===== src/sv/deq_pkg.sv =====
// ----------------------------------------------------------------------------
// deq_pkg
// Shared types and constants for the double-ended queue: sizing of the ring
// store, operation and status codes, and the input and result beat layouts.
// ----------------------------------------------------------------------------
package deq_pkg;

  localparam int DEPTH  = 16;
  localparam int IDX_W  = (DEPTH > 1) ? $clog2(DEPTH) : 1;
  localparam int CNT_W  = $clog2(DEPTH + 1);
  localparam int DATA_W = 32;

  typedef enum logic [2:0] {
    FUNC_PUSH_FRONT = 3'd0,
    FUNC_PUSH_BACK  = 3'd1,
    FUNC_POP_FRONT  = 3'd2,
    FUNC_POP_BACK   = 3'd3,
    FUNC_PEEK_FRONT = 3'd4
  } func_t;

  typedef enum logic [1:0] {
    ST_OK    = 2'd0,
    ST_UNDER = 2'd1,
    ST_OVER  = 2'd2
  } status_t;

  typedef struct packed {
    logic [2:0]               func;
    logic signed [DATA_W-1:0] item_value;
  } in_item_t;

  typedef struct packed {
    logic signed [DATA_W-1:0] read_value;
    logic [1:0]               status;
    logic                     now_empty;
  } out_item_t;

endpackage


===== src/sv/deq_ram.sv =====
// ----------------------------------------------------------------------------
// deq_ram
// Generic simple dual-port RAM: one write port, one read port, read data
// registered.
// ----------------------------------------------------------------------------
module deq_ram #(
  parameter int WIDTH = 32,
  parameter int DEPTH = 16
) (
  input  logic                                    clk,
  input  logic                                    we,
  input  logic [((DEPTH > 1) ? $clog2(DEPTH) : 1)-1:0] waddr,
  input  logic [WIDTH-1:0]                        wdata,
  input  logic [((DEPTH > 1) ? $clog2(DEPTH) : 1)-1:0] raddr,
  output logic [WIDTH-1:0]                        rdata
);

  logic [WIDTH-1:0] mem [DEPTH];
  logic [WIDTH-1:0] rdata_r;

  always_ff @(posedge clk) begin
    if (we) begin
      mem[waddr] <= wdata;
    end
    rdata_r <= mem[raddr];
  end

  assign rdata = rdata_r;

endmodule


===== src/sv/double_ended_queue.sv =====
// ----------------------------------------------------------------------------
// double_ended_queue
// Bounded deque of signed 32-bit values kept in a ring store in RAM.
// ----------------------------------------------------------------------------
// Usage:
//   Drive in_item and raise start; the beat is taken on a rising edge with
//   start high and busy low. busy stays low, so a new beat may be offered
//   every cycle.
//   Operations: push front, push back, pop front, pop back, peek front.
//   Every beat yields one result beat on out_result, marked by out_valid for
//   exactly one cycle, in the cycle right after the input beat was taken.
//   Valid and status are registered in the core, read data by the registered
//   read port of the store RAM; throughput is one operation per cycle, since
//   each operation touches at most one end pointer and at most one store entry.
//   A push on a full deque reports overflow and drops the value; a pop or
//   peek on an empty deque reports underflow. read_value is zero except for
//   a successful pop or peek.
//   Reset (rst_n low, synchronous) empties the deque: pointers and fill count
//   clear, store contents are left as they are and never read before written.
//   The receiver cannot stall; a result is gone after its single cycle.
// ----------------------------------------------------------------------------
module double_ended_queue
  import deq_pkg::*;
(
  input  logic      clk,
  input  logic      rst_n,
  input  logic      start,
  output logic      busy,
  input  in_item_t  in_item,
  output logic      out_valid,
  output out_item_t out_result
);

  logic [IDX_W-1:0] head_r, head_nxt;
  logic [IDX_W-1:0] tail_r, tail_nxt;
  logic [CNT_W-1:0] count_r, count_nxt;
  logic             out_valid_r;
  logic [1:0]       status_r, status_nxt;
  logic             use_rd_r, use_rd_nxt;

  logic             accept;
  logic             full;
  logic             empty;
  logic [IDX_W-1:0] head_inc, head_dec, tail_inc, tail_dec;
  logic             we;
  logic [IDX_W-1:0] waddr;
  logic [IDX_W-1:0] raddr;
  logic [DATA_W-1:0] rdata;

  assign busy   = 1'b0;
  assign accept = start && !busy;
  assign full   = (count_r == CNT_W'(DEPTH));
  assign empty  = (count_r == '0);

  assign head_inc = (head_r == IDX_W'(DEPTH - 1)) ? '0 : head_r + 1'b1;
  assign head_dec = (head_r == '0) ? IDX_W'(DEPTH - 1) : head_r - 1'b1;
  assign tail_inc = (tail_r == IDX_W'(DEPTH - 1)) ? '0 : tail_r + 1'b1;
  assign tail_dec = (tail_r == '0) ? IDX_W'(DEPTH - 1) : tail_r - 1'b1;

  // Decode the operation: pointer moves, store access and status.
  always_comb begin
    head_nxt   = head_r;
    tail_nxt   = tail_r;
    count_nxt  = count_r;
    status_nxt = ST_OK;
    use_rd_nxt = 1'b0;
    we         = 1'b0;
    waddr      = tail_r;
    raddr      = head_r;
    if (accept) begin
      unique case (in_item.func)
        FUNC_PUSH_FRONT: begin
          if (full) begin
            status_nxt = ST_OVER;
          end else begin
            head_nxt  = head_dec;
            waddr     = head_dec;
            we        = 1'b1;
            count_nxt = count_r + 1'b1;
          end
        end
        FUNC_PUSH_BACK: begin
          if (full) begin
            status_nxt = ST_OVER;
          end else begin
            tail_nxt  = tail_inc;
            waddr     = tail_r;
            we        = 1'b1;
            count_nxt = count_r + 1'b1;
          end
        end
        FUNC_POP_FRONT: begin
          if (empty) begin
            status_nxt = ST_UNDER;
          end else begin
            raddr      = head_r;
            use_rd_nxt = 1'b1;
            head_nxt   = head_inc;
            count_nxt  = count_r - 1'b1;
          end
        end
        FUNC_POP_BACK: begin
          if (empty) begin
            status_nxt = ST_UNDER;
          end else begin
            raddr      = tail_dec;
            use_rd_nxt = 1'b1;
            tail_nxt   = tail_dec;
            count_nxt  = count_r - 1'b1;
          end
        end
        FUNC_PEEK_FRONT: begin
          if (empty) begin
            status_nxt = ST_UNDER;
          end else begin
            raddr      = head_r;
            use_rd_nxt = 1'b1;
          end
        end
        default: begin
          status_nxt = ST_OK;
        end
      endcase
    end
  end

  always_ff @(posedge clk) begin
    if (!rst_n) begin
      head_r      <= '0;
      tail_r      <= '0;
      count_r     <= '0;
      out_valid_r <= 1'b0;
      use_rd_r    <= 1'b0;
    end else begin
      head_r      <= head_nxt;
      tail_r      <= tail_nxt;
      count_r     <= count_nxt;
      out_valid_r <= accept;
      use_rd_r    <= use_rd_nxt;
    end
  end

  always_ff @(posedge clk) begin
    status_r <= status_nxt;
  end

  deq_ram #(
    .WIDTH (DATA_W),
    .DEPTH (DEPTH)
  ) u_store (
    .clk   (clk),
    .we    (we),
    .waddr (waddr),
    .wdata (in_item.item_value),
    .raddr (raddr),
    .rdata (rdata)
  );

  // Count already reflects the operation when its result beat is shown.
  assign out_valid             = out_valid_r;
  assign out_result.read_value = use_rd_r ? rdata : '0;
  assign out_result.status     = out_valid_r ? status_r : ST_OK;
  assign out_result.now_empty  = (count_r == '0);

`ifndef SYNTHESIS
  a_count_bound: assert property (@(posedge clk) disable iff (!rst_n)
    count_r <= CNT_W'(DEPTH))
    else $error("fill count exceeds depth");

  a_result_follows: assert property (@(posedge clk) disable iff (!rst_n)
    accept |=> out_valid)
    else $error("accepted beat gave no result");

  a_no_spurious: assert property (@(posedge clk) disable iff (!rst_n)
    !accept |=> !out_valid)
    else $error("result beat without an input beat");

  a_overflow_full: assert property (@(posedge clk) disable iff (!rst_n)
    (out_valid && out_result.status == ST_OVER) |-> $past(count_r) == CNT_W'(DEPTH))
    else $error("overflow reported on a deque that was not full");

  a_underflow_empty: assert property (@(posedge clk) disable iff (!rst_n)
    (out_valid && out_result.status == ST_UNDER) |-> $past(count_r) == '0)
    else $error("underflow reported on a deque that was not empty");
`endif

endmodule


===== config.mk =====
export PLATFORM = sky130hd
export DESIGN_NAME = double_ended_queue
export DESIGN_NICKNAME = d
export VERILOG_FILES = /design/src/sv/deq_pkg.sv /design/src/sv/deq_ram.sv /design/src/sv/double_ended_queue.sv
export SDC_FILE = /design/constraint.sdc
export NUM_CORES = 1
export LEC_CHECK = 0
export BUFFER_PORTS_ARGS = -buffer_cell sky130_fd_sc_hd__buf_2
export CAP_MARGIN = 10
export CORE_ASPECT_RATIO = 0.9
export CORE_UTILIZATION = 30
export CTS_BUF_LIST = sky130_fd_sc_hd__clkbuf_8
export DETAILED_ROUTE_END_ITERATION = 8
export GPL_ROUTABILITY_DRIVEN = 0
export PLACE_DENSITY = 0.49
export SETUP_SLACK_MARGIN = 0.15
export SYNTH_ARGS = -nofsm -noshare
export SYNTH_HDL_FRONTEND = slang
export SYNTH_SLANG_ARGS = --single-unit
export TNS_END_PERCENT = 30

===== constraint.sdc =====
create_clock -name clk -period 8.05 [get_ports clk]
set_input_delay 0.4025 -clock clk [delete_from_list [all_inputs] [get_ports clk]]
set_output_delay 0.4025 -clock clk [all_outputs]
set_load 0.005 [all_outputs]

# Word level (Yosys, flattened, before mapping)
# Memory sizes are Yosys's and may differ from the RTL's. A register that Yosys moved wholly into a read port is not among the register bits.
# Cells that the tools add are included.
dict set report totals {
  ram_bits 512
  out_inout_bits 37
  memories 1
  ff_bits 17
}
dict set report classes {
  n_reduce_logical 14
  addsub 6
  muxes 30
  eq_ne 13
}
# name words word_bits rd rd_clocked_by_memory_dff write_ports line
set memory_table {}
lappend memory_table {u_store.mem 16 32 1 1 1 deq_ram.sv:18} ;# logic [WIDTH-1:0] mem [DEPTH];
# op count
set op_table {}
lappend op_table {{$mux W4} 14}
lappend op_table {{$mux W32} 1}
lappend op_table {{$pmux W4 S2} 2}
lappend op_table {{$ne A2 B2 Y1 const B} 6}
lappend op_table {{$reduce_and A4 Y1} 3}
lappend op_table {{$mux W5} 2}
lappend op_table {{$pmux W5 S2} 1}
lappend op_table {{$add A4 B1 Y4 const B} 2}
lappend op_table {{$eq A4 B4 Y1 const B} 2}
lappend op_table {{$logic_not A4 Y1} 2}
lappend op_table {{$sub A4 B1 Y4 const B} 2}
lappend op_table {{$mux W1} 7}
lappend op_table {{$eq A3 B2 Y1 const B} 2}
lappend op_table {{$reduce_bool A2 Y1} 3}
lappend op_table {{$add A5 B1 Y5 const B} 1}
lappend op_table {{$eq A5 B5 Y1 const B} 1}
lappend op_table {{$logic_not A5 Y1} 1}
lappend op_table {{$sub A5 B1 Y5 const B} 1}
lappend op_table {{$mux W2} 2}
lappend op_table {{$pmux W2 S2} 1}
lappend op_table {{$reduce_or A2 Y1} 2}
lappend op_table {{$eq A3 B1 Y1 const B} 1}
lappend op_table {{$eq A3 B3 Y1 const B} 1}
lappend op_table {{$logic_not A3 Y1} 1}
lappend op_table {{2 further kinds} 2}

# Depth between registers and ports, before layout
dict set report depth {
  depth_word 6
  ltp_mapped 10
}

# Modules after synthesis
# A second synthesis with hierarchy kept.
dict set report unflattened {
  hier_cells 1027
  hier_area_um2 21319.2
}
# mod area_each_um2 instances cells_each seq_area_each_um2
set by_module_without_submodules {}
lappend by_module_without_submodules {deq_ram 19835.3 1 838 16015.4}
lappend by_module_without_submodules {double_ended_queue 1483.9 1 189 340.3}

# Worst setup path before layout
# No wires, ideal clock.
dict set report synth_timing {
  path_type {in2reg}
  from {in in_item[34] in the netlist's numbering}
  to {mem u_store.mem[10][0] (enable)}
  required_time_ns 7.629
  t_arrival_ns 3.157
  path_slack_ns 4.472
  cell_stages 7
  path_cell_list {or3b_2 -> a21oi_1 -> nor2b_1 -> clkbuf_1 -> mux2i_1 -> nand2_1 -> nor2_1}
}
dict set report synth_between {
  elab_chain_cells 6
  elab_cells_between_ends 9
  cone_classes {eq/ne: 1; mux: 6; reduce/logical: 2}
}
# element line
set synth_lines {}
lappend synth_lines {{start: declaration} double_ended_queue.sv:29} ;# input in_item_t in_item,
lappend synth_lines {{$eq A3 B1 Y1 / $logic_not A3 Y1 (equally long branches)} double_ended_queue.sv:71} ;# unique case (in_item.func)
lappend synth_lines {{$reduce_or A2 Y1 (no source line)} -}
lappend synth_lines {{$mux W1} -}
lappend synth_lines {{$mux W1} double_ended_queue.sv:70} ;# if (accept) begin
lappend synth_lines {{$mux W1} deq_ram.sv:22} ;# if (we) begin
lappend synth_lines {{$mux W1 (not written as such)} deq_ram.sv:23} ;# mem[waddr] <= wdata;
lappend synth_lines {{end: declaration} deq_ram.sv:18}
# Several ways; a longest one is shown, not always the timed one.

# Worst setup path after layout
dict set report layout_timing {
  from {reg head_r[1]}
  to {mem u_store.mem[2][3] (enable)}
}
dict set report layout_between {
  elab_chain_cells 5
  elab_cells_between_ends 6
  cone_classes {add/sub: 1; mux: 4; reduce/logical: 1}
}
# element line
set layout_lines {}
lappend layout_lines {{start: declaration} double_ended_queue.sv:34} ;# logic [IDX_W-1:0] head_r, head_nxt;
lappend layout_lines {{start signal: assignment} double_ended_queue.sv:135} ;# head_r <= head_nxt;
lappend layout_lines {{$sub A4 B1 Y4 / $logic_not A4 Y1 (equally long branches)} double_ended_queue.sv:56} ;# assign head_dec = (head_r == '0) ? IDX_W'(DEPTH - 1) : head_r - 1'b1;
lappend layout_lines {{$mux W4 (*)} double_ended_queue.sv:56}
lappend layout_lines {{$mux W4 (*)} double_ended_queue.sv:73} ;# if (full) begin
lappend layout_lines {{$mux W4 (*)} -}
lappend layout_lines {{$mux W4 (*)} double_ended_queue.sv:70}
# Every way passes the cells marked *; elsewhere a longest branch is shown, timed or not.

==> PnR_summary.wiki <==
{| class="wikitable"
! Metric !! Value
|-
| FMAX || 0.223 GHz
|-
| Maximum number of pins on one net before global-route repair || 100
|-
| Count of flip-flops with a built-in enable after synthesis || 512
|-
| Worst Path Class, Setup || reg2reg
|-
| Die outline height || 270 µm
|-
| Die Outline Area || 81000 µm²
|-
| Post-synthesis to final-layout area growth || 14.2%
|-
| Pwr/cell area || 228 nW/µm²
|-
| VDD IR-drop max || 0.110 mV
|-
| Biggest fanout along the worst timing path || 50
|-
| Wire length of the first global-routing pass || 100000 µm
|-
| Max H-tree Level || 3
|-
| Number of buffers inserted during clock tree synthesis || 96
|-
| Half-perimeter wire length after placement || 35400 µm
|-
| Post-layout net count || 1974
|-
| Synthesized netlist cell count || 1848
|-
| Count of endpoints failing hold in the final timing report || 0
|-
| Total leakage power || 8.98 nW
|-
| Port Buf Inserts || 73
|-
| Width of the die || 300 µm
|-
| Worst clock skew on the final layout || 43.7 ps
|-
| Number of search-and-repair iterations in the first detailed-routing pass || 5
|-
| Clk pin slew, worst setup/hold paths || 60 ps
|-
| Final count of negative-setup-slack endpoints || 0
|-
| Outcome || finished, final reports clean
|-
| Worst R2R Start || head_r[1]
|-
| Cells along the critical path || clkinv_2, ha_1, mux2_2, nor3b_1, nand2_1, nor2_4, buf_4
|-
| Start point of the worst min-delay path || start
|-
| Hold Crit Endpoint || status_r[0]
|-
| Share of the clock period used by the worst path after layout || 0.557
|-
| Global-route congestion overflow total || 0
|-
| Detail-routed net length per standard cell || 22.2 µm
|-
| Library cell with the highest instance count after synthesis || sky130_fd_sc_hd__edfxtp_1
|-
| Slew of the pin with the lowest slew margin || 1240 ps
|-
| Number of routed nets with antenna violations || 0
|-
| Floorplan Core Area || 78400 µm²
|-
| Antenna violations before repair || 3
|-
| Most used DFF post-synth || sky130_fd_sc_hd__edfxtp_1
|-
| Leading area contributor after synthesis || sky130_fd_sc_hd__edfxtp_1
|-
| Setup_tns || 0 ps
|-
| Starting density of the core || 0.306
|-
| Vias || 15500
|-
| Count of pins over their slew limit || 0
|-
| Slew headroom || 0.173
|-
| Postcts setup bufs || 0
|-
| Via count of the first global-routing pass || 15500
|-
| Hold Crit Depth || 2
|-
| Sequential cell area fraction in the yosys report || 0.682
|-
| Path type of the worst min-delay path || in2reg
|-
| Delay contributed by the slowest stage of the critical path || 780 ps
|-
| Fraction of layout instances using a drive strength above 1 || 0.138
|-
| CTS tree || built
|-
| DRC Markers || 0
|-
| Avg Synthesized Cell Area || 13.0 µm²
|-
| Setup repair after global routing missed its margin || false
|-
| Buffer levels on the longest clock path || 3
|-
| Required time of the worst setup path || 8380 ps
|-
| Clock root buffer master || sky130_fd_sc_hd__clkbuf_8
|-
| Arrival time of the worst setup path || 4820 ps
|-
| Synth warnings || 0
|-
| Vias per std cell || 5.07
|-
| Clock sink total || 561
|-
| Post-synthesis async set-or-reset flop share || 0
|-
| Number of cells on the worst reg-to-reg path || 7
|-
| Internal reg-to-reg setup slack || 3560 ps
|-
| Net count after synthesis || 1894
|-
| Number of DRC markers after the initial detailed-route iteration || 1307
|-
| Ranking of synthesized cells by area || sky130_fd_sc_hd__edfxtp_1, sky130_fd_sc_hd__mux2i_1, sky130_fd_sc_hd__nand2_1, sky130_fd_sc_hd__a21oi_1, sky130_fd_sc_hd__dfxtp_1
|-
| Count of state elements after synthesis || 561
|-
| Wire length after detailed routing || 67600 µm
|-
| CP Capture Type || flop
|-
| Unique cell type count in the Yosys netlist || 51
|-
| Most numerous cell types in the synthesized netlist || sky130_fd_sc_hd__edfxtp_1, sky130_fd_sc_hd__nand2_1, sky130_fd_sc_hd__a21oi_1
|-
| Share of the core filled with cells || 0.349
|-
| CP max-delay cell || sky130_fd_sc_hd__dfxtp_4
|-
| Aggregate global-route resource usage || 0.165
|-
| Minimum clock period || 4490 ps
|-
| FF-to-FF End || u_store.mem[2][3]
|-
| Cell area after technology mapping || 24000 µm²
|-
| I/O pin count || 75
|-
| Max Cap Violations || 0
|-
| Element type at the critical path start || flop
|-
| Area fraction of the dominant cell type after synthesis || 0.642
|-
| Worst-Skew Late Latency || 710 ps
|-
| Number of standard-cell rows in the floorplan || 97
|}
==> final cells by class <==
cell class                 instances  area, µm²
clock buffer                     113       1560
fill                            7687      51000
antenna                            3       7.51
inverter                           9       35.0
clock inverter                    63        360
timing repair buffer             103        596
multi-input combinational       1157       7160
sequential                       561      16400
tap                             1039       1300
==> per-layer routing <==
| layer | track usage | up-vias | share of wire |
|---|---|---|---|
| li1 | - | 7038 | - |
| met1 | 0.227 | 7806 | 0.46 |
| met2 | 0.260 | 479 | 0.46 |
| met3 | 0.0305 | 128 | 0.057 |
| met4 | 0.0536 | 2 | 0.026 |
| met5 | 0 | - | 0.00016 |
==> flip-flops by register name (all words and copies together) (netlist names) <==
name / cells
u_store.mem: 512
u_store.rdata: 32
count_r: 5
head_r: 4
tail_r: 4
status_r: 2
out_valid: 1
use_rd_r: 1
==> worst max-delay path by stage <==
stage | startpoint | endpoint | slack, ps | cells past startpoint
after global placement | head_r[1] | u_store.mem[0][5] | 3550 | 9
after floorplan | in_item[34] | u_store.mem[10][0] | 4470 | 7
after global routing | head_r[1] | u_store.mem[2][3] | 3380 | 7
final | head_r[1] | u_store.mem[2][3] | 3560 | 7
after CTS | head_r[1] | u_store.mem[2][3] | 3520 | 7
after detailed placement | head_r[1] | u_store.mem[2][5] | 3520 | 7
==> metrics by stage <==
stage               hold WS (ps)  std cells  total power [mW]  setup slack, ps  area, µm²
global placement             507       2867              3.73             3550      25400
global route                23.4       3047              6.46             3380      27400
floorplan                    467       1848              3.57             4470      24000
CTS                         3.50       3045              6.30             3520      27400
finish                      33.7       3048              6.23             3560      27400
detailed placement           506       2867              3.74             3520      25400
==> cell families (layout without fill, tap and decap cells) <==
family                     count (synthesis)  after routing  synth area share
DFF                                      561            561             0.682
other                                      1              4          0.000156
xor gates and xnor gates                  10             10           0.00365
and+or+nand+nor                          526            526             0.104
buffers and inverters                    130            288            0.0264
muxes                                    177            177            0.0746
adders and majority gates                  8              8           0.00449
AOI/OAI and AO/OA                        435            435             0.104
==> report_power, final <==
part	switching (mW)	total, mW	internal [mW]
combinational	0.273	0.420	0.148
clock	1.18	2.56	1.37
sequential	0.0315	3.26	3.22
total	1.49	6.23	4.74
==> repair_timing <==
item,CTS,global route
hold buffers,2,0
hold endpoints to repair,1,0
resized for setup,0,0
==> worst max-delay path, delay by kind of cell (launching register included) <==
kind | cells | cell delay (ps)
DFF | 1 | 780
muxes | 1 | 280
adders and majority gates | 1 | 560
and+or+nand+nor | 3 | 1280
buffers and inverters | 2 | 1210
==> cells in the final DEF (no fill, tap or decap), types with 3 or more instances in the layout <==
cell                         instances
sky130_fd_sc_hd__a211oi_1            4
sky130_fd_sc_hd__a21o_1              3
sky130_fd_sc_hd__a21oi_1           208
sky130_fd_sc_hd__and2_1             37
sky130_fd_sc_hd__buf_2              73
sky130_fd_sc_hd__buf_4              28
sky130_fd_sc_hd__bufinv_16           3
sky130_fd_sc_hd__clkbuf_8          113
sky130_fd_sc_hd__clkinv_1           10
sky130_fd_sc_hd__clkinv_2           10
sky130_fd_sc_hd__clkinvlp_4          3
sky130_fd_sc_hd__dfxtp_1            47
sky130_fd_sc_hd__diode_2             3
sky130_fd_sc_hd__edfxtp_1          512
sky130_fd_sc_hd__ha_1                6
sky130_fd_sc_hd__inv_1              43
sky130_fd_sc_hd__mux2_2              8
sky130_fd_sc_hd__mux2i_1           165
sky130_fd_sc_hd__nand2_1           307
sky130_fd_sc_hd__nand2b_1           99
sky130_fd_sc_hd__nand3_1             3
sky130_fd_sc_hd__nor2_1              9
sky130_fd_sc_hd__nor2_4             16
sky130_fd_sc_hd__nor2b_1             6
sky130_fd_sc_hd__o2111ai_1          33
sky130_fd_sc_hd__o211ai_1           11
sky130_fd_sc_hd__o21ai_0            98
sky130_fd_sc_hd__o22ai_1            63
sky130_fd_sc_hd__or3_1              33
sky130_fd_sc_hd__xnor2_1             7
sky130_fd_sc_hd__xor2_1              3
No activity file was read; power rests on OpenSTA's default activity.
